### config.mk
export PLATFORM = sky130hd
export DESIGN_NAME = series_min_max_mean_run
export DESIGN_NICKNAME = d
export VERILOG_FILES = /design/src/hdl/smmr_pkg.sv /design/src/hdl/smmr_alu.sv /design/src/hdl/smmr_cfg.sv /design/src/hdl/series_min_max_mean_run.sv
export SDC_FILE = /design/constraint.sdc
export NUM_CORES = 1
export LEC_CHECK = 0
export ABC_AREA = 1
export BUFFER_PORTS_ARGS = -buffer_cell sky130_fd_sc_hd__buf_2
export CORE_AREA = 2 2 206 248
export CTS_CLUSTER_DIAMETER = 150
export DETAILED_ROUTE_END_ITERATION = 8
export DIE_AREA = 0 0 208 250
export GPL_TIMING_DRIVEN = 0
export PLACE_DENSITY = 0.51
export SETUP_SLACK_MARGIN = 0.3
export SYNTH_ARGS = -nofsm -noshare
export SYNTH_HDL_FRONTEND = slang
export SYNTH_HIERARCHICAL = 1
export SYNTH_SLANG_ARGS = --single-unit
### constraint.sdc
create_clock -name clk -period 9.6 [get_ports clk]
set_input_delay 0.96 -clock clk [delete_from_list [all_inputs] [get_ports clk]]
set_output_delay 0.96 -clock clk [all_outputs]
set_load 0.1 [all_outputs]
### src/hdl/smmr_pkg.sv
// Shared types and constants for the series min/max/mean/run statistics block.
`default_nettype none

package smmr_pkg;

  // Fixed field widths
  localparam int SAMPLE_W = 16;
  localparam int THR_W    = 16;
  localparam int TOTAL_W  = 11;
  localparam int POS_W    = 10;
  localparam int MEAN_W   = 16;

  // Parameter defaults
  localparam int DEF_MAX_SAMPLES = 1024;
  localparam int DEF_SAMPLE_BITS = 16;

  // Register file
  localparam int CFG_DATA_W = 32;
  localparam int CFG_ADDR_W = 3;
  localparam int REG_IDX_W  = 1;
  localparam logic [REG_IDX_W-1:0] REG_RUN_THRESHOLD = 1'b0;
  localparam logic [THR_W-1:0]     THR_RESET         = 16'd500;

  // Shared unit operation
  typedef enum logic {
    ALU_ADD,
    ALU_SUB
  } alu_op_t;

  // Sequencer states
  typedef enum logic [3:0] {
    ST_IDLE,
    ST_MIN,
    ST_MAX,
    ST_THR,
    ST_RUN,
    ST_SUM,
    ST_DIV,
    ST_RND,
    ST_INC,
    ST_PUSH
  } state_t;

endpackage

`default_nettype wire

### src/hdl/smmr_alu.sv
// Shared adder/subtractor used for every compare, add and divide step.
`default_nettype none

module smmr_alu #(
  parameter int W = 32
) (
  input  var smmr_pkg::alu_op_t op,
  input  wire logic [W-1:0]     a,
  input  wire logic [W-1:0]     b,
  output logic      [W-1:0]     res,
  output logic                  carry,
  output logic                  zero
);

  logic [W-1:0] b_eff;
  logic [W:0]   full;
  logic         cin;

  // a - b is a + ~b + 1; carry set means a >= b on subtract
  always_comb begin
    cin   = (op == smmr_pkg::ALU_SUB);
    b_eff = cin ? ~b : b;
    full  = {1'b0, a} + {1'b0, b_eff} + {{W{1'b0}}, cin};
    res   = full[W-1:0];
    carry = full[W];
    zero  = (full[W-1:0] == '0);
  end

endmodule

`default_nettype wire

### src/hdl/smmr_cfg.sv
// APB-style register file holding the run threshold.
`default_nettype none

module smmr_cfg (
  input  wire logic                              clk,
  input  wire logic                              rst_n,
  input  wire logic                              psel,
  input  wire logic                              penable,
  input  wire logic                              pwrite,
  input  wire logic [smmr_pkg::CFG_ADDR_W-1:0]   paddr,
  input  wire logic [smmr_pkg::CFG_DATA_W-1:0]   pwdata,
  output logic      [smmr_pkg::CFG_DATA_W-1:0]   prdata,
  output logic                                   pready,
  output logic      [smmr_pkg::THR_W-1:0]        run_threshold
);

  logic [smmr_pkg::THR_W-1:0]     thr_r;
  logic [smmr_pkg::THR_W-1:0]     thr_nxt;
  logic [smmr_pkg::REG_IDX_W-1:0] reg_idx;
  logic                           wr_en;

  assign pready        = 1'b1;
  assign run_threshold = thr_r;

  // Word index from byte address
  assign reg_idx = paddr[smmr_pkg::CFG_ADDR_W-1:2];
  assign wr_en   = psel & penable & pwrite;

  always_comb begin
    thr_nxt = thr_r;
    if (wr_en && reg_idx == smmr_pkg::REG_RUN_THRESHOLD) begin
      thr_nxt = pwdata[smmr_pkg::THR_W-1:0];
    end
  end

  always_ff @(posedge clk) begin
    if (!rst_n) begin
      thr_r <= smmr_pkg::THR_RESET;
    end else begin
      thr_r <= thr_nxt;
    end
  end

  // Readback
  always_comb begin
    if (reg_idx == smmr_pkg::REG_RUN_THRESHOLD) begin
      prdata = smmr_pkg::CFG_DATA_W'(thr_r);
    end else begin
      prdata = '0;
    end
  end

endmodule

`default_nettype wire

### src/hdl/series_min_max_mean_run.sv
// Top level: running min/max, mean and longest above-threshold run over a sample series.
`default_nettype none

// Each accepted sample is folded into the series statistics by a small sequencer that
// drives one shared adder/subtractor: min compare, max compare, threshold compare,
// run-length compare (only when the sample is above the threshold) and the sum add.
// A sample therefore occupies the input while these steps run; a sample arriving after the
// series holds MAX_SAMPLES entries is dropped without them. A sample marked last then
// runs a restoring division of the sum by the count on the same unit, one quotient bit
// per cycle, followed by the round-half-even decision, an increment when rounding up,
// and a step that hands the result to the output register. in_stall is high for the
// whole time. The result waits in the output register, so the next series may start
// while it is still stalled. The series state clears as the result is loaded;
// run_threshold keeps its value.
module series_min_max_mean_run #(
  parameter int MAX_SAMPLES = smmr_pkg::DEF_MAX_SAMPLES,
  parameter int SAMPLE_BITS = smmr_pkg::DEF_SAMPLE_BITS
) (
  input  wire logic                              clk,
  input  wire logic                              rst_n,
  // input channel
  input  wire logic                              in_valid,
  output logic                                   in_stall,
  input  wire logic [smmr_pkg::SAMPLE_W-1:0]     in_step_sample,
  input  wire logic                              in_last_sample,
  // result channel
  output logic                                   out_valid,
  input  wire logic                              out_stall,
  output logic      [smmr_pkg::TOTAL_W-1:0]      out_sample_total,
  output logic      [smmr_pkg::POS_W-1:0]        out_min_position,
  output logic      [smmr_pkg::POS_W-1:0]        out_max_position,
  output logic      [smmr_pkg::MEAN_W-1:0]       out_mean_value,
  output logic                                   out_run_found,
  output logic      [smmr_pkg::POS_W-1:0]        out_run_first,
  output logic      [smmr_pkg::POS_W-1:0]        out_run_final,
  // configuration port
  input  wire logic                              psel,
  input  wire logic                              penable,
  input  wire logic                              pwrite,
  input  wire logic [smmr_pkg::CFG_ADDR_W-1:0]   paddr,
  input  wire logic [smmr_pkg::CFG_DATA_W-1:0]   pwdata,
  output logic      [smmr_pkg::CFG_DATA_W-1:0]   prdata,
  output logic                                   pready
);

  localparam int CNT_W  = $clog2(MAX_SAMPLES + 1);
  localparam int IDX_W  = $clog2(MAX_SAMPLES);
  localparam int SB     = SAMPLE_BITS;
  localparam int SUM_W  = SAMPLE_BITS + CNT_W;
  localparam int ALU_W  = ((SUM_W > smmr_pkg::THR_W) ? SUM_W : smmr_pkg::THR_W) + 1;
  localparam int DIV_W  = $clog2(SUM_W);
  localparam logic [DIV_W-1:0] DIV_LAST = DIV_W'(SUM_W - 1);
  localparam logic [CNT_W-1:0] CNT_MAX  = CNT_W'(MAX_SAMPLES);
  localparam logic [CNT_W-1:0] CNT_ONE  = CNT_W'(1);

  logic [smmr_pkg::THR_W-1:0] run_threshold;

  // Register file
  smmr_cfg u_cfg (
    .clk           (clk),
    .rst_n         (rst_n),
    .psel          (psel),
    .penable       (penable),
    .pwrite        (pwrite),
    .paddr         (paddr),
    .pwdata        (pwdata),
    .prdata        (prdata),
    .pready        (pready),
    .run_threshold (run_threshold)
  );

  // Sequencer and series state
  smmr_pkg::state_t state_r, state_nxt;
  logic [CNT_W-1:0] cnt_r, cnt_nxt;
  logic [SB-1:0]    min_r, min_nxt;
  logic [SB-1:0]    max_r, max_nxt;
  logic [IDX_W-1:0] min_idx_r, min_idx_nxt;
  logic [IDX_W-1:0] max_idx_r, max_idx_nxt;
  logic [SUM_W-1:0] sum_r, sum_nxt;
  logic [CNT_W-1:0] run_start_r, run_start_nxt;
  logic [CNT_W-1:0] run_len_r, run_len_nxt;
  logic [CNT_W-1:0] best_len_r, best_len_nxt;
  logic [IDX_W-1:0] best_start_r, best_start_nxt;
  logic [IDX_W-1:0] best_end_r, best_end_nxt;

  // Working registers
  logic [SB-1:0]    samp_r, samp_nxt;
  logic             last_r, last_nxt;
  logic [CNT_W-1:0] rem_r, rem_nxt;
  logic [DIV_W-1:0] div_cnt_r, div_cnt_nxt;

  // Output register
  logic                            out_valid_r, out_valid_nxt;
  logic [smmr_pkg::TOTAL_W-1:0]    total_r, total_nxt;
  logic [smmr_pkg::POS_W-1:0]      min_pos_r, min_pos_nxt;
  logic [smmr_pkg::POS_W-1:0]      max_pos_r, max_pos_nxt;
  logic [smmr_pkg::MEAN_W-1:0]     mean_r, mean_nxt;
  logic                            found_r, found_nxt;
  logic [smmr_pkg::POS_W-1:0]      first_r, first_nxt;
  logic [smmr_pkg::POS_W-1:0]      final_r, final_nxt;

  // Shared unit
  smmr_pkg::alu_op_t alu_op;
  logic [ALU_W-1:0]  alu_a;
  logic [ALU_W-1:0]  alu_b;
  logic [ALU_W-1:0]  alu_res;
  logic              alu_carry;
  logic              alu_zero;

  smmr_alu #(
    .W (ALU_W)
  ) u_alu (
    .op    (alu_op),
    .a     (alu_a),
    .b     (alu_b),
    .res   (alu_res),
    .carry (alu_carry),
    .zero  (alu_zero)
  );

  logic [31:0]      in_ext;
  logic [31:0]      cnt_ext;
  logic [31:0]      min_idx_ext;
  logic [31:0]      max_idx_ext;
  logic [31:0]      best_start_ext;
  logic [31:0]      best_end_ext;
  logic [63:0]      sum_ext;
  logic [IDX_W-1:0] cur_idx;
  logic             cnt_zero;
  logic             cnt_full;
  logic             run_any;

  assign in_ext         = 32'(in_step_sample);
  assign cnt_ext        = 32'(cnt_r);
  assign min_idx_ext    = 32'(min_idx_r);
  assign max_idx_ext    = 32'(max_idx_r);
  assign best_start_ext = 32'(best_start_r);
  assign best_end_ext   = 32'(best_end_r);
  assign sum_ext        = 64'(sum_r);
  assign cur_idx        = cnt_r[IDX_W-1:0];
  assign cnt_zero       = (cnt_r == '0);
  assign cnt_full       = (cnt_r == CNT_MAX);
  assign run_any        = (best_len_r != '0);

  assign in_stall         = (state_r != smmr_pkg::ST_IDLE);
  assign out_valid        = out_valid_r;
  assign out_sample_total = total_r;
  assign out_min_position = min_pos_r;
  assign out_max_position = max_pos_r;
  assign out_mean_value   = mean_r;
  assign out_run_found    = found_r;
  assign out_run_first    = first_r;
  assign out_run_final    = final_r;

  // Next state, shared unit operands and register updates
  always_comb begin
    state_nxt      = state_r;
    cnt_nxt        = cnt_r;
    min_nxt        = min_r;
    max_nxt        = max_r;
    min_idx_nxt    = min_idx_r;
    max_idx_nxt    = max_idx_r;
    sum_nxt        = sum_r;
    run_start_nxt  = run_start_r;
    run_len_nxt    = run_len_r;
    best_len_nxt   = best_len_r;
    best_start_nxt = best_start_r;
    best_end_nxt   = best_end_r;
    samp_nxt       = samp_r;
    last_nxt       = last_r;
    rem_nxt        = rem_r;
    div_cnt_nxt    = div_cnt_r;
    out_valid_nxt  = out_valid_r & out_stall;
    total_nxt      = total_r;
    min_pos_nxt    = min_pos_r;
    max_pos_nxt    = max_pos_r;
    mean_nxt       = mean_r;
    found_nxt      = found_r;
    first_nxt      = first_r;
    final_nxt      = final_r;
    alu_op         = smmr_pkg::ALU_SUB;
    alu_a          = '0;
    alu_b          = '0;

    unique case (state_r)
      smmr_pkg::ST_IDLE: begin
        if (in_valid) begin
          samp_nxt = in_ext[SB-1:0];
          last_nxt = in_last_sample;
          if (!cnt_full) begin
            state_nxt = smmr_pkg::ST_MIN;
          end else if (in_last_sample) begin
            // series full: sample dropped, result still due
            rem_nxt     = '0;
            div_cnt_nxt = '0;
            state_nxt   = smmr_pkg::ST_DIV;
          end
        end
      end

      // new minimum when sample < min (first sample always)
      smmr_pkg::ST_MIN: begin
        alu_a = ALU_W'(samp_r);
        alu_b = ALU_W'(min_r);
        if (cnt_zero || !alu_carry) begin
          min_nxt     = samp_r;
          min_idx_nxt = cur_idx;
        end
        state_nxt = smmr_pkg::ST_MAX;
      end

      // new maximum when max < sample
      smmr_pkg::ST_MAX: begin
        alu_a = ALU_W'(max_r);
        alu_b = ALU_W'(samp_r);
        if (cnt_zero || !alu_carry) begin
          max_nxt     = samp_r;
          max_idx_nxt = cur_idx;
        end
        state_nxt = smmr_pkg::ST_THR;
      end

      // above threshold when threshold < sample
      smmr_pkg::ST_THR: begin
        alu_a = ALU_W'(run_threshold);
        alu_b = ALU_W'(samp_r);
        if (!alu_carry) begin
          run_len_nxt = run_len_r + CNT_ONE;
          state_nxt   = smmr_pkg::ST_RUN;
        end else begin
          run_start_nxt = cnt_r + CNT_ONE;
          run_len_nxt   = '0;
          state_nxt     = smmr_pkg::ST_SUM;
        end
      end

      // strictly longer run replaces the best, so the earliest one wins ties
      smmr_pkg::ST_RUN: begin
        alu_a = ALU_W'(best_len_r);
        alu_b = ALU_W'(run_len_r);
        if (!alu_carry) begin
          best_len_nxt   = run_len_r;
          best_start_nxt = run_start_r[IDX_W-1:0];
          best_end_nxt   = cur_idx;
        end
        state_nxt = smmr_pkg::ST_SUM;
      end

      smmr_pkg::ST_SUM: begin
        alu_op  = smmr_pkg::ALU_ADD;
        alu_a   = ALU_W'(sum_r);
        alu_b   = ALU_W'(samp_r);
        sum_nxt = alu_res[SUM_W-1:0];
        cnt_nxt = cnt_r + CNT_ONE;
        if (last_r) begin
          rem_nxt     = '0;
          div_cnt_nxt = '0;
          state_nxt   = smmr_pkg::ST_DIV;
        end else begin
          state_nxt = smmr_pkg::ST_IDLE;
        end
      end

      // restoring division, quotient shifts into the sum register
      smmr_pkg::ST_DIV: begin
        alu_a = ALU_W'({rem_r, sum_r[SUM_W-1]});
        alu_b = ALU_W'(cnt_r);
        if (alu_carry) begin
          rem_nxt = alu_res[CNT_W-1:0];
        end else begin
          rem_nxt = {rem_r[CNT_W-2:0], sum_r[SUM_W-1]};
        end
        sum_nxt     = {sum_r[SUM_W-2:0], alu_carry};
        div_cnt_nxt = div_cnt_r + DIV_W'(1);
        if (div_cnt_r == DIV_LAST) begin
          state_nxt = smmr_pkg::ST_RND;
        end
      end

      // round up when 2r > n, or 2r == n with odd quotient
      smmr_pkg::ST_RND: begin
        alu_a = ALU_W'(cnt_r);
        alu_b = ALU_W'({rem_r, 1'b0});
        if (!alu_carry || (alu_zero && sum_r[0])) begin
          state_nxt = smmr_pkg::ST_INC;
        end else begin
          state_nxt = smmr_pkg::ST_PUSH;
        end
      end

      smmr_pkg::ST_INC: begin
        alu_op    = smmr_pkg::ALU_ADD;
        alu_a     = ALU_W'(sum_r);
        alu_b     = ALU_W'(1);
        sum_nxt   = alu_res[SUM_W-1:0];
        state_nxt = smmr_pkg::ST_PUSH;
      end

      // load output register once free, then clear the series
      smmr_pkg::ST_PUSH: begin
        if (!out_valid_r || !out_stall) begin
          out_valid_nxt  = 1'b1;
          total_nxt      = cnt_ext[smmr_pkg::TOTAL_W-1:0];
          min_pos_nxt    = min_idx_ext[smmr_pkg::POS_W-1:0];
          max_pos_nxt    = max_idx_ext[smmr_pkg::POS_W-1:0];
          mean_nxt       = sum_ext[smmr_pkg::MEAN_W-1:0];
          found_nxt      = run_any;
          first_nxt      = run_any ? best_start_ext[smmr_pkg::POS_W-1:0] : '0;
          final_nxt      = run_any ? best_end_ext[smmr_pkg::POS_W-1:0] : '0;
          cnt_nxt        = '0;
          min_nxt        = '0;
          max_nxt        = '0;
          min_idx_nxt    = '0;
          max_idx_nxt    = '0;
          sum_nxt        = '0;
          run_start_nxt  = '0;
          run_len_nxt    = '0;
          best_len_nxt   = '0;
          best_start_nxt = '0;
          best_end_nxt   = '0;
          state_nxt      = smmr_pkg::ST_IDLE;
        end
      end

      default: begin
        state_nxt = smmr_pkg::ST_IDLE;
      end
    endcase
  end

  // Control and series state
  always_ff @(posedge clk) begin
    if (!rst_n) begin
      state_r      <= smmr_pkg::ST_IDLE;
      out_valid_r  <= 1'b0;
      cnt_r        <= '0;
      min_r        <= '0;
      max_r        <= '0;
      min_idx_r    <= '0;
      max_idx_r    <= '0;
      sum_r        <= '0;
      run_start_r  <= '0;
      run_len_r    <= '0;
      best_len_r   <= '0;
      best_start_r <= '0;
      best_end_r   <= '0;
    end else begin
      state_r      <= state_nxt;
      out_valid_r  <= out_valid_nxt;
      cnt_r        <= cnt_nxt;
      min_r        <= min_nxt;
      max_r        <= max_nxt;
      min_idx_r    <= min_idx_nxt;
      max_idx_r    <= max_idx_nxt;
      sum_r        <= sum_nxt;
      run_start_r  <= run_start_nxt;
      run_len_r    <= run_len_nxt;
      best_len_r   <= best_len_nxt;
      best_start_r <= best_start_nxt;
      best_end_r   <= best_end_nxt;
    end
  end

  // Payload and scratch registers
  always_ff @(posedge clk) begin
    samp_r    <= samp_nxt;
    last_r    <= last_nxt;
    rem_r     <= rem_nxt;
    div_cnt_r <= div_cnt_nxt;
    total_r   <= total_nxt;
    min_pos_r <= min_pos_nxt;
    max_pos_r <= max_pos_nxt;
    mean_r    <= mean_nxt;
    found_r   <= found_nxt;
    first_r   <= first_nxt;
    final_r   <= final_nxt;
  end

endmodule

`default_nettype wire

==> metrics.md <==
| Metric | Value |
|---|---|
| Total grt overflow | 0 |
| GRT busiest layer | met2 |
| DRT Wirelength | around 50 mm |
| Initial core utilization | just under 30% |
| Synthesis Warnings | 6 |
| Setup CP Type | reg -> reg |
| WP data arrival | 5810 ps |
| Peak supply drop | 116 uV |
| R2R depth | 27 |
| Tot GR Track Use | ~19% |
| Syn Area/Cell | between 6 and 7 sq um |
| RSZ-0062 raised after global routing | false |
| Vias | between 10k and 15k |
| CTS tree | yes |
| IO Count | 162 |
| DRC | 0 |
| Max Cap Viol | 0 |
| FP Rows | 90 |
| Root Driver | clkbuf_16 |
| CTS Buffer Depth | 3 |
| CTS clk-pin slew, worst paths | 70 ps |
| Num Clock Sinks | roughly 260 |
| First-pass GRT wire length | just under 80 mm |
| Die extent in x | 208 um |
| Worst-margin pin slew | 1030 ps |
| Post-CTS Setup Inserts | 0 |
| Num CTS Buffers | 29 |
| Critical path's most frequent cell | nand2_1 |
| Share of cells above drive strength 1 | between 10% and 20% |
| Met3 Use GR | 1.81% |
| Final min period | ~5400 ps |
| Worst hold path class | reg -> reg |
| Vias in the first global route | between 10k and 15k |
| Quantity of hold-fixing buffers added after cts | 0 |
| Setup TNS Final | 0 ps |
| Fmax | 186 MHz |
| Vias per cell | about 4.7 |
| Initial antenna violation count | 0 |
| Wirelength per Cell | 17.3 um |
| Cell with the largest stage delay on the worst path | nor2_1 |
| Met2 usage | between 30% and 40% |
| Crit path max fanout | 10 |
| Clock latency on the worst-skew pair | approximately 560 ps |
| Number of H-tree levels | 1 |
| Setup Skew | roughly 13 ps |
| Fin crit share | between 50 and 60% |
| Static leakage | between 0.008 and 0.009 uW |
| Residual antenna-violating net count after detailed routing | 0 |
| Cell Area, Synth | roughly 0.015 sq mm |
| Core area | ~0.05 sq mm |
| Setup Viol. Count Final | 0 |
| CP Capture Type | flip-flop |
| Number of inserted diodes | 0 |
| DR iter-0 viols | 923 |
| Drt pass-1 iters | 5 |
| Largest net degree at the start of global routing | 45 |
| M1 GR Usage | 21.7% |
| Mapped Cells | between 2k and 2.5k |
| Placer Congestion | roughly 0.96 |
| Cts repair resizes | 0 |
| Worst slew margin | a little under a third |
| Fin. Hold Viols | 0 |
| Worst path required time | roughly 10,000 ps |
| Status | finished, final reports clean |
| P&R area growth vs syn | 17.3% |
| Post-DP HPWL | 41.4 mm |
| Nets | roughly 2.4k |
| Die Y | around 250 um |
| Hold path cells | 0 |
| Slew Limit Fails | 0 |
| Port Buffers | 125 |
| Pwr Density | around 200 mW/mm^2 |
| Largest stage delay, worst path | 800 ps |
| CP startpoint kind | flip-flop |
| Fin util | about a third |
| Die Outline Area | 0.0520 sq mm |
[flip-flops by register name (all words and copies together) (netlist names), 16 cells and up]
signal / flops
max_r: 16
out_mean_value: 16
samp_r: 16
u_cfg/run_threshold: 16
sum_r: 27
min_r: 16
[area by class of cell]
class / instances / area, sq um
Tap cell: 644 / 806
Buffer: 103 / 544
Inverter: 297 / 1120
Clock inverter: 15 / 156
Sequential cell: 264 / 6300
Multi-Input combinational cell: 1483 / 6900
Fill cell: 5439 / 32500
Clock buffer: 38 / 790
Timing Repair Buffer: 128 / 684
[placed cells by master, fill, tap and decap left out, types with 3 or more instances in the layout]
cell type,n
buf_4,23
o21ai_0,49
buf_1,8
xor2_1,30
conb_1,30
nand4_1,24
nor2_2,4
buf_6,5
buf_2,158
a21oi_1,139
nor3_1,5
nor2_1,309
clkbuf_16,29
dfxtp_1,163
ha_1,33
bufinv_16,3
nand3b_1,11
inv_2,16
o21ai_1,4
nand3_1,134
o211ai_1,4
clkbuf_1,41
o22ai_1,14
inv_1,280
o21bai_1,4
nand2_2,16
clkbuf_8,3
clkinv_2,9
nand3_2,3
nand2_1,625
nand2_4,3
o221ai_1,5
a22oi_1,12
edfxtp_1,101
[power breakdown]
| group | leakage [uW] | switching [uW] | internal (uW) |
|---|---|---|---|
| Sequential | 0.00228 | 45.6 | 1230 |
| Clock | 0.000470 | 464 | 658 |
| Combinational | 0.00537 | 719 | 299 |
| Total | 0.00813 | 1230 | 2190 |
[stage by stage]
stage / instances / area [sq um] / total power (uW) / hold slack (ps) / setup slack, ps
after floorplan: 2147 / 14900 / 2030 / 403 / 5680
after global placement: 2916 / 16300 / 2290 / 413 / 4310
after detailed placement: 2919 / 16300 / 2310 / 410 / 4290
after CTS: 2972 / 17300 / 3450 / 427 / 4270
after global routing: 2972 / 17300 / 3620 / 428 / 3740
final: 2972 / 17300 / 3410 / 424 / 4230
[critical path: cells and delay by family, from the launching register on]
kind / cells / cell delay [ps]
compound gates: 2 / 280
buf+inv: 7 / 1570
fa+ha+maj: 1 / 410
simple gates: 17 / 2530
flops: 1 / 440
[per-layer routing]
metal,share of wire (%),up-vias
met4,6.6,0
met2,50,374
met1,39,6451
met3,4.0,133
li1,-,7007
met5,0,-
[final timing paths]
| kind | start | endpoint | slack (ps) |
|---|---|---|---|
| setup / recovery | state_r[1] | best_len_r[3] | 4230 |
| hold reg to reg | cnt_r[4] | out_sample_total[4] | 420 |
| hold / removal | cnt_r[4] | out_sample_total[4] | 420 |
| setup reg to reg | state_r[1] | best_len_r[3] | 4230 |
Power figures use the tool's default switching activity.
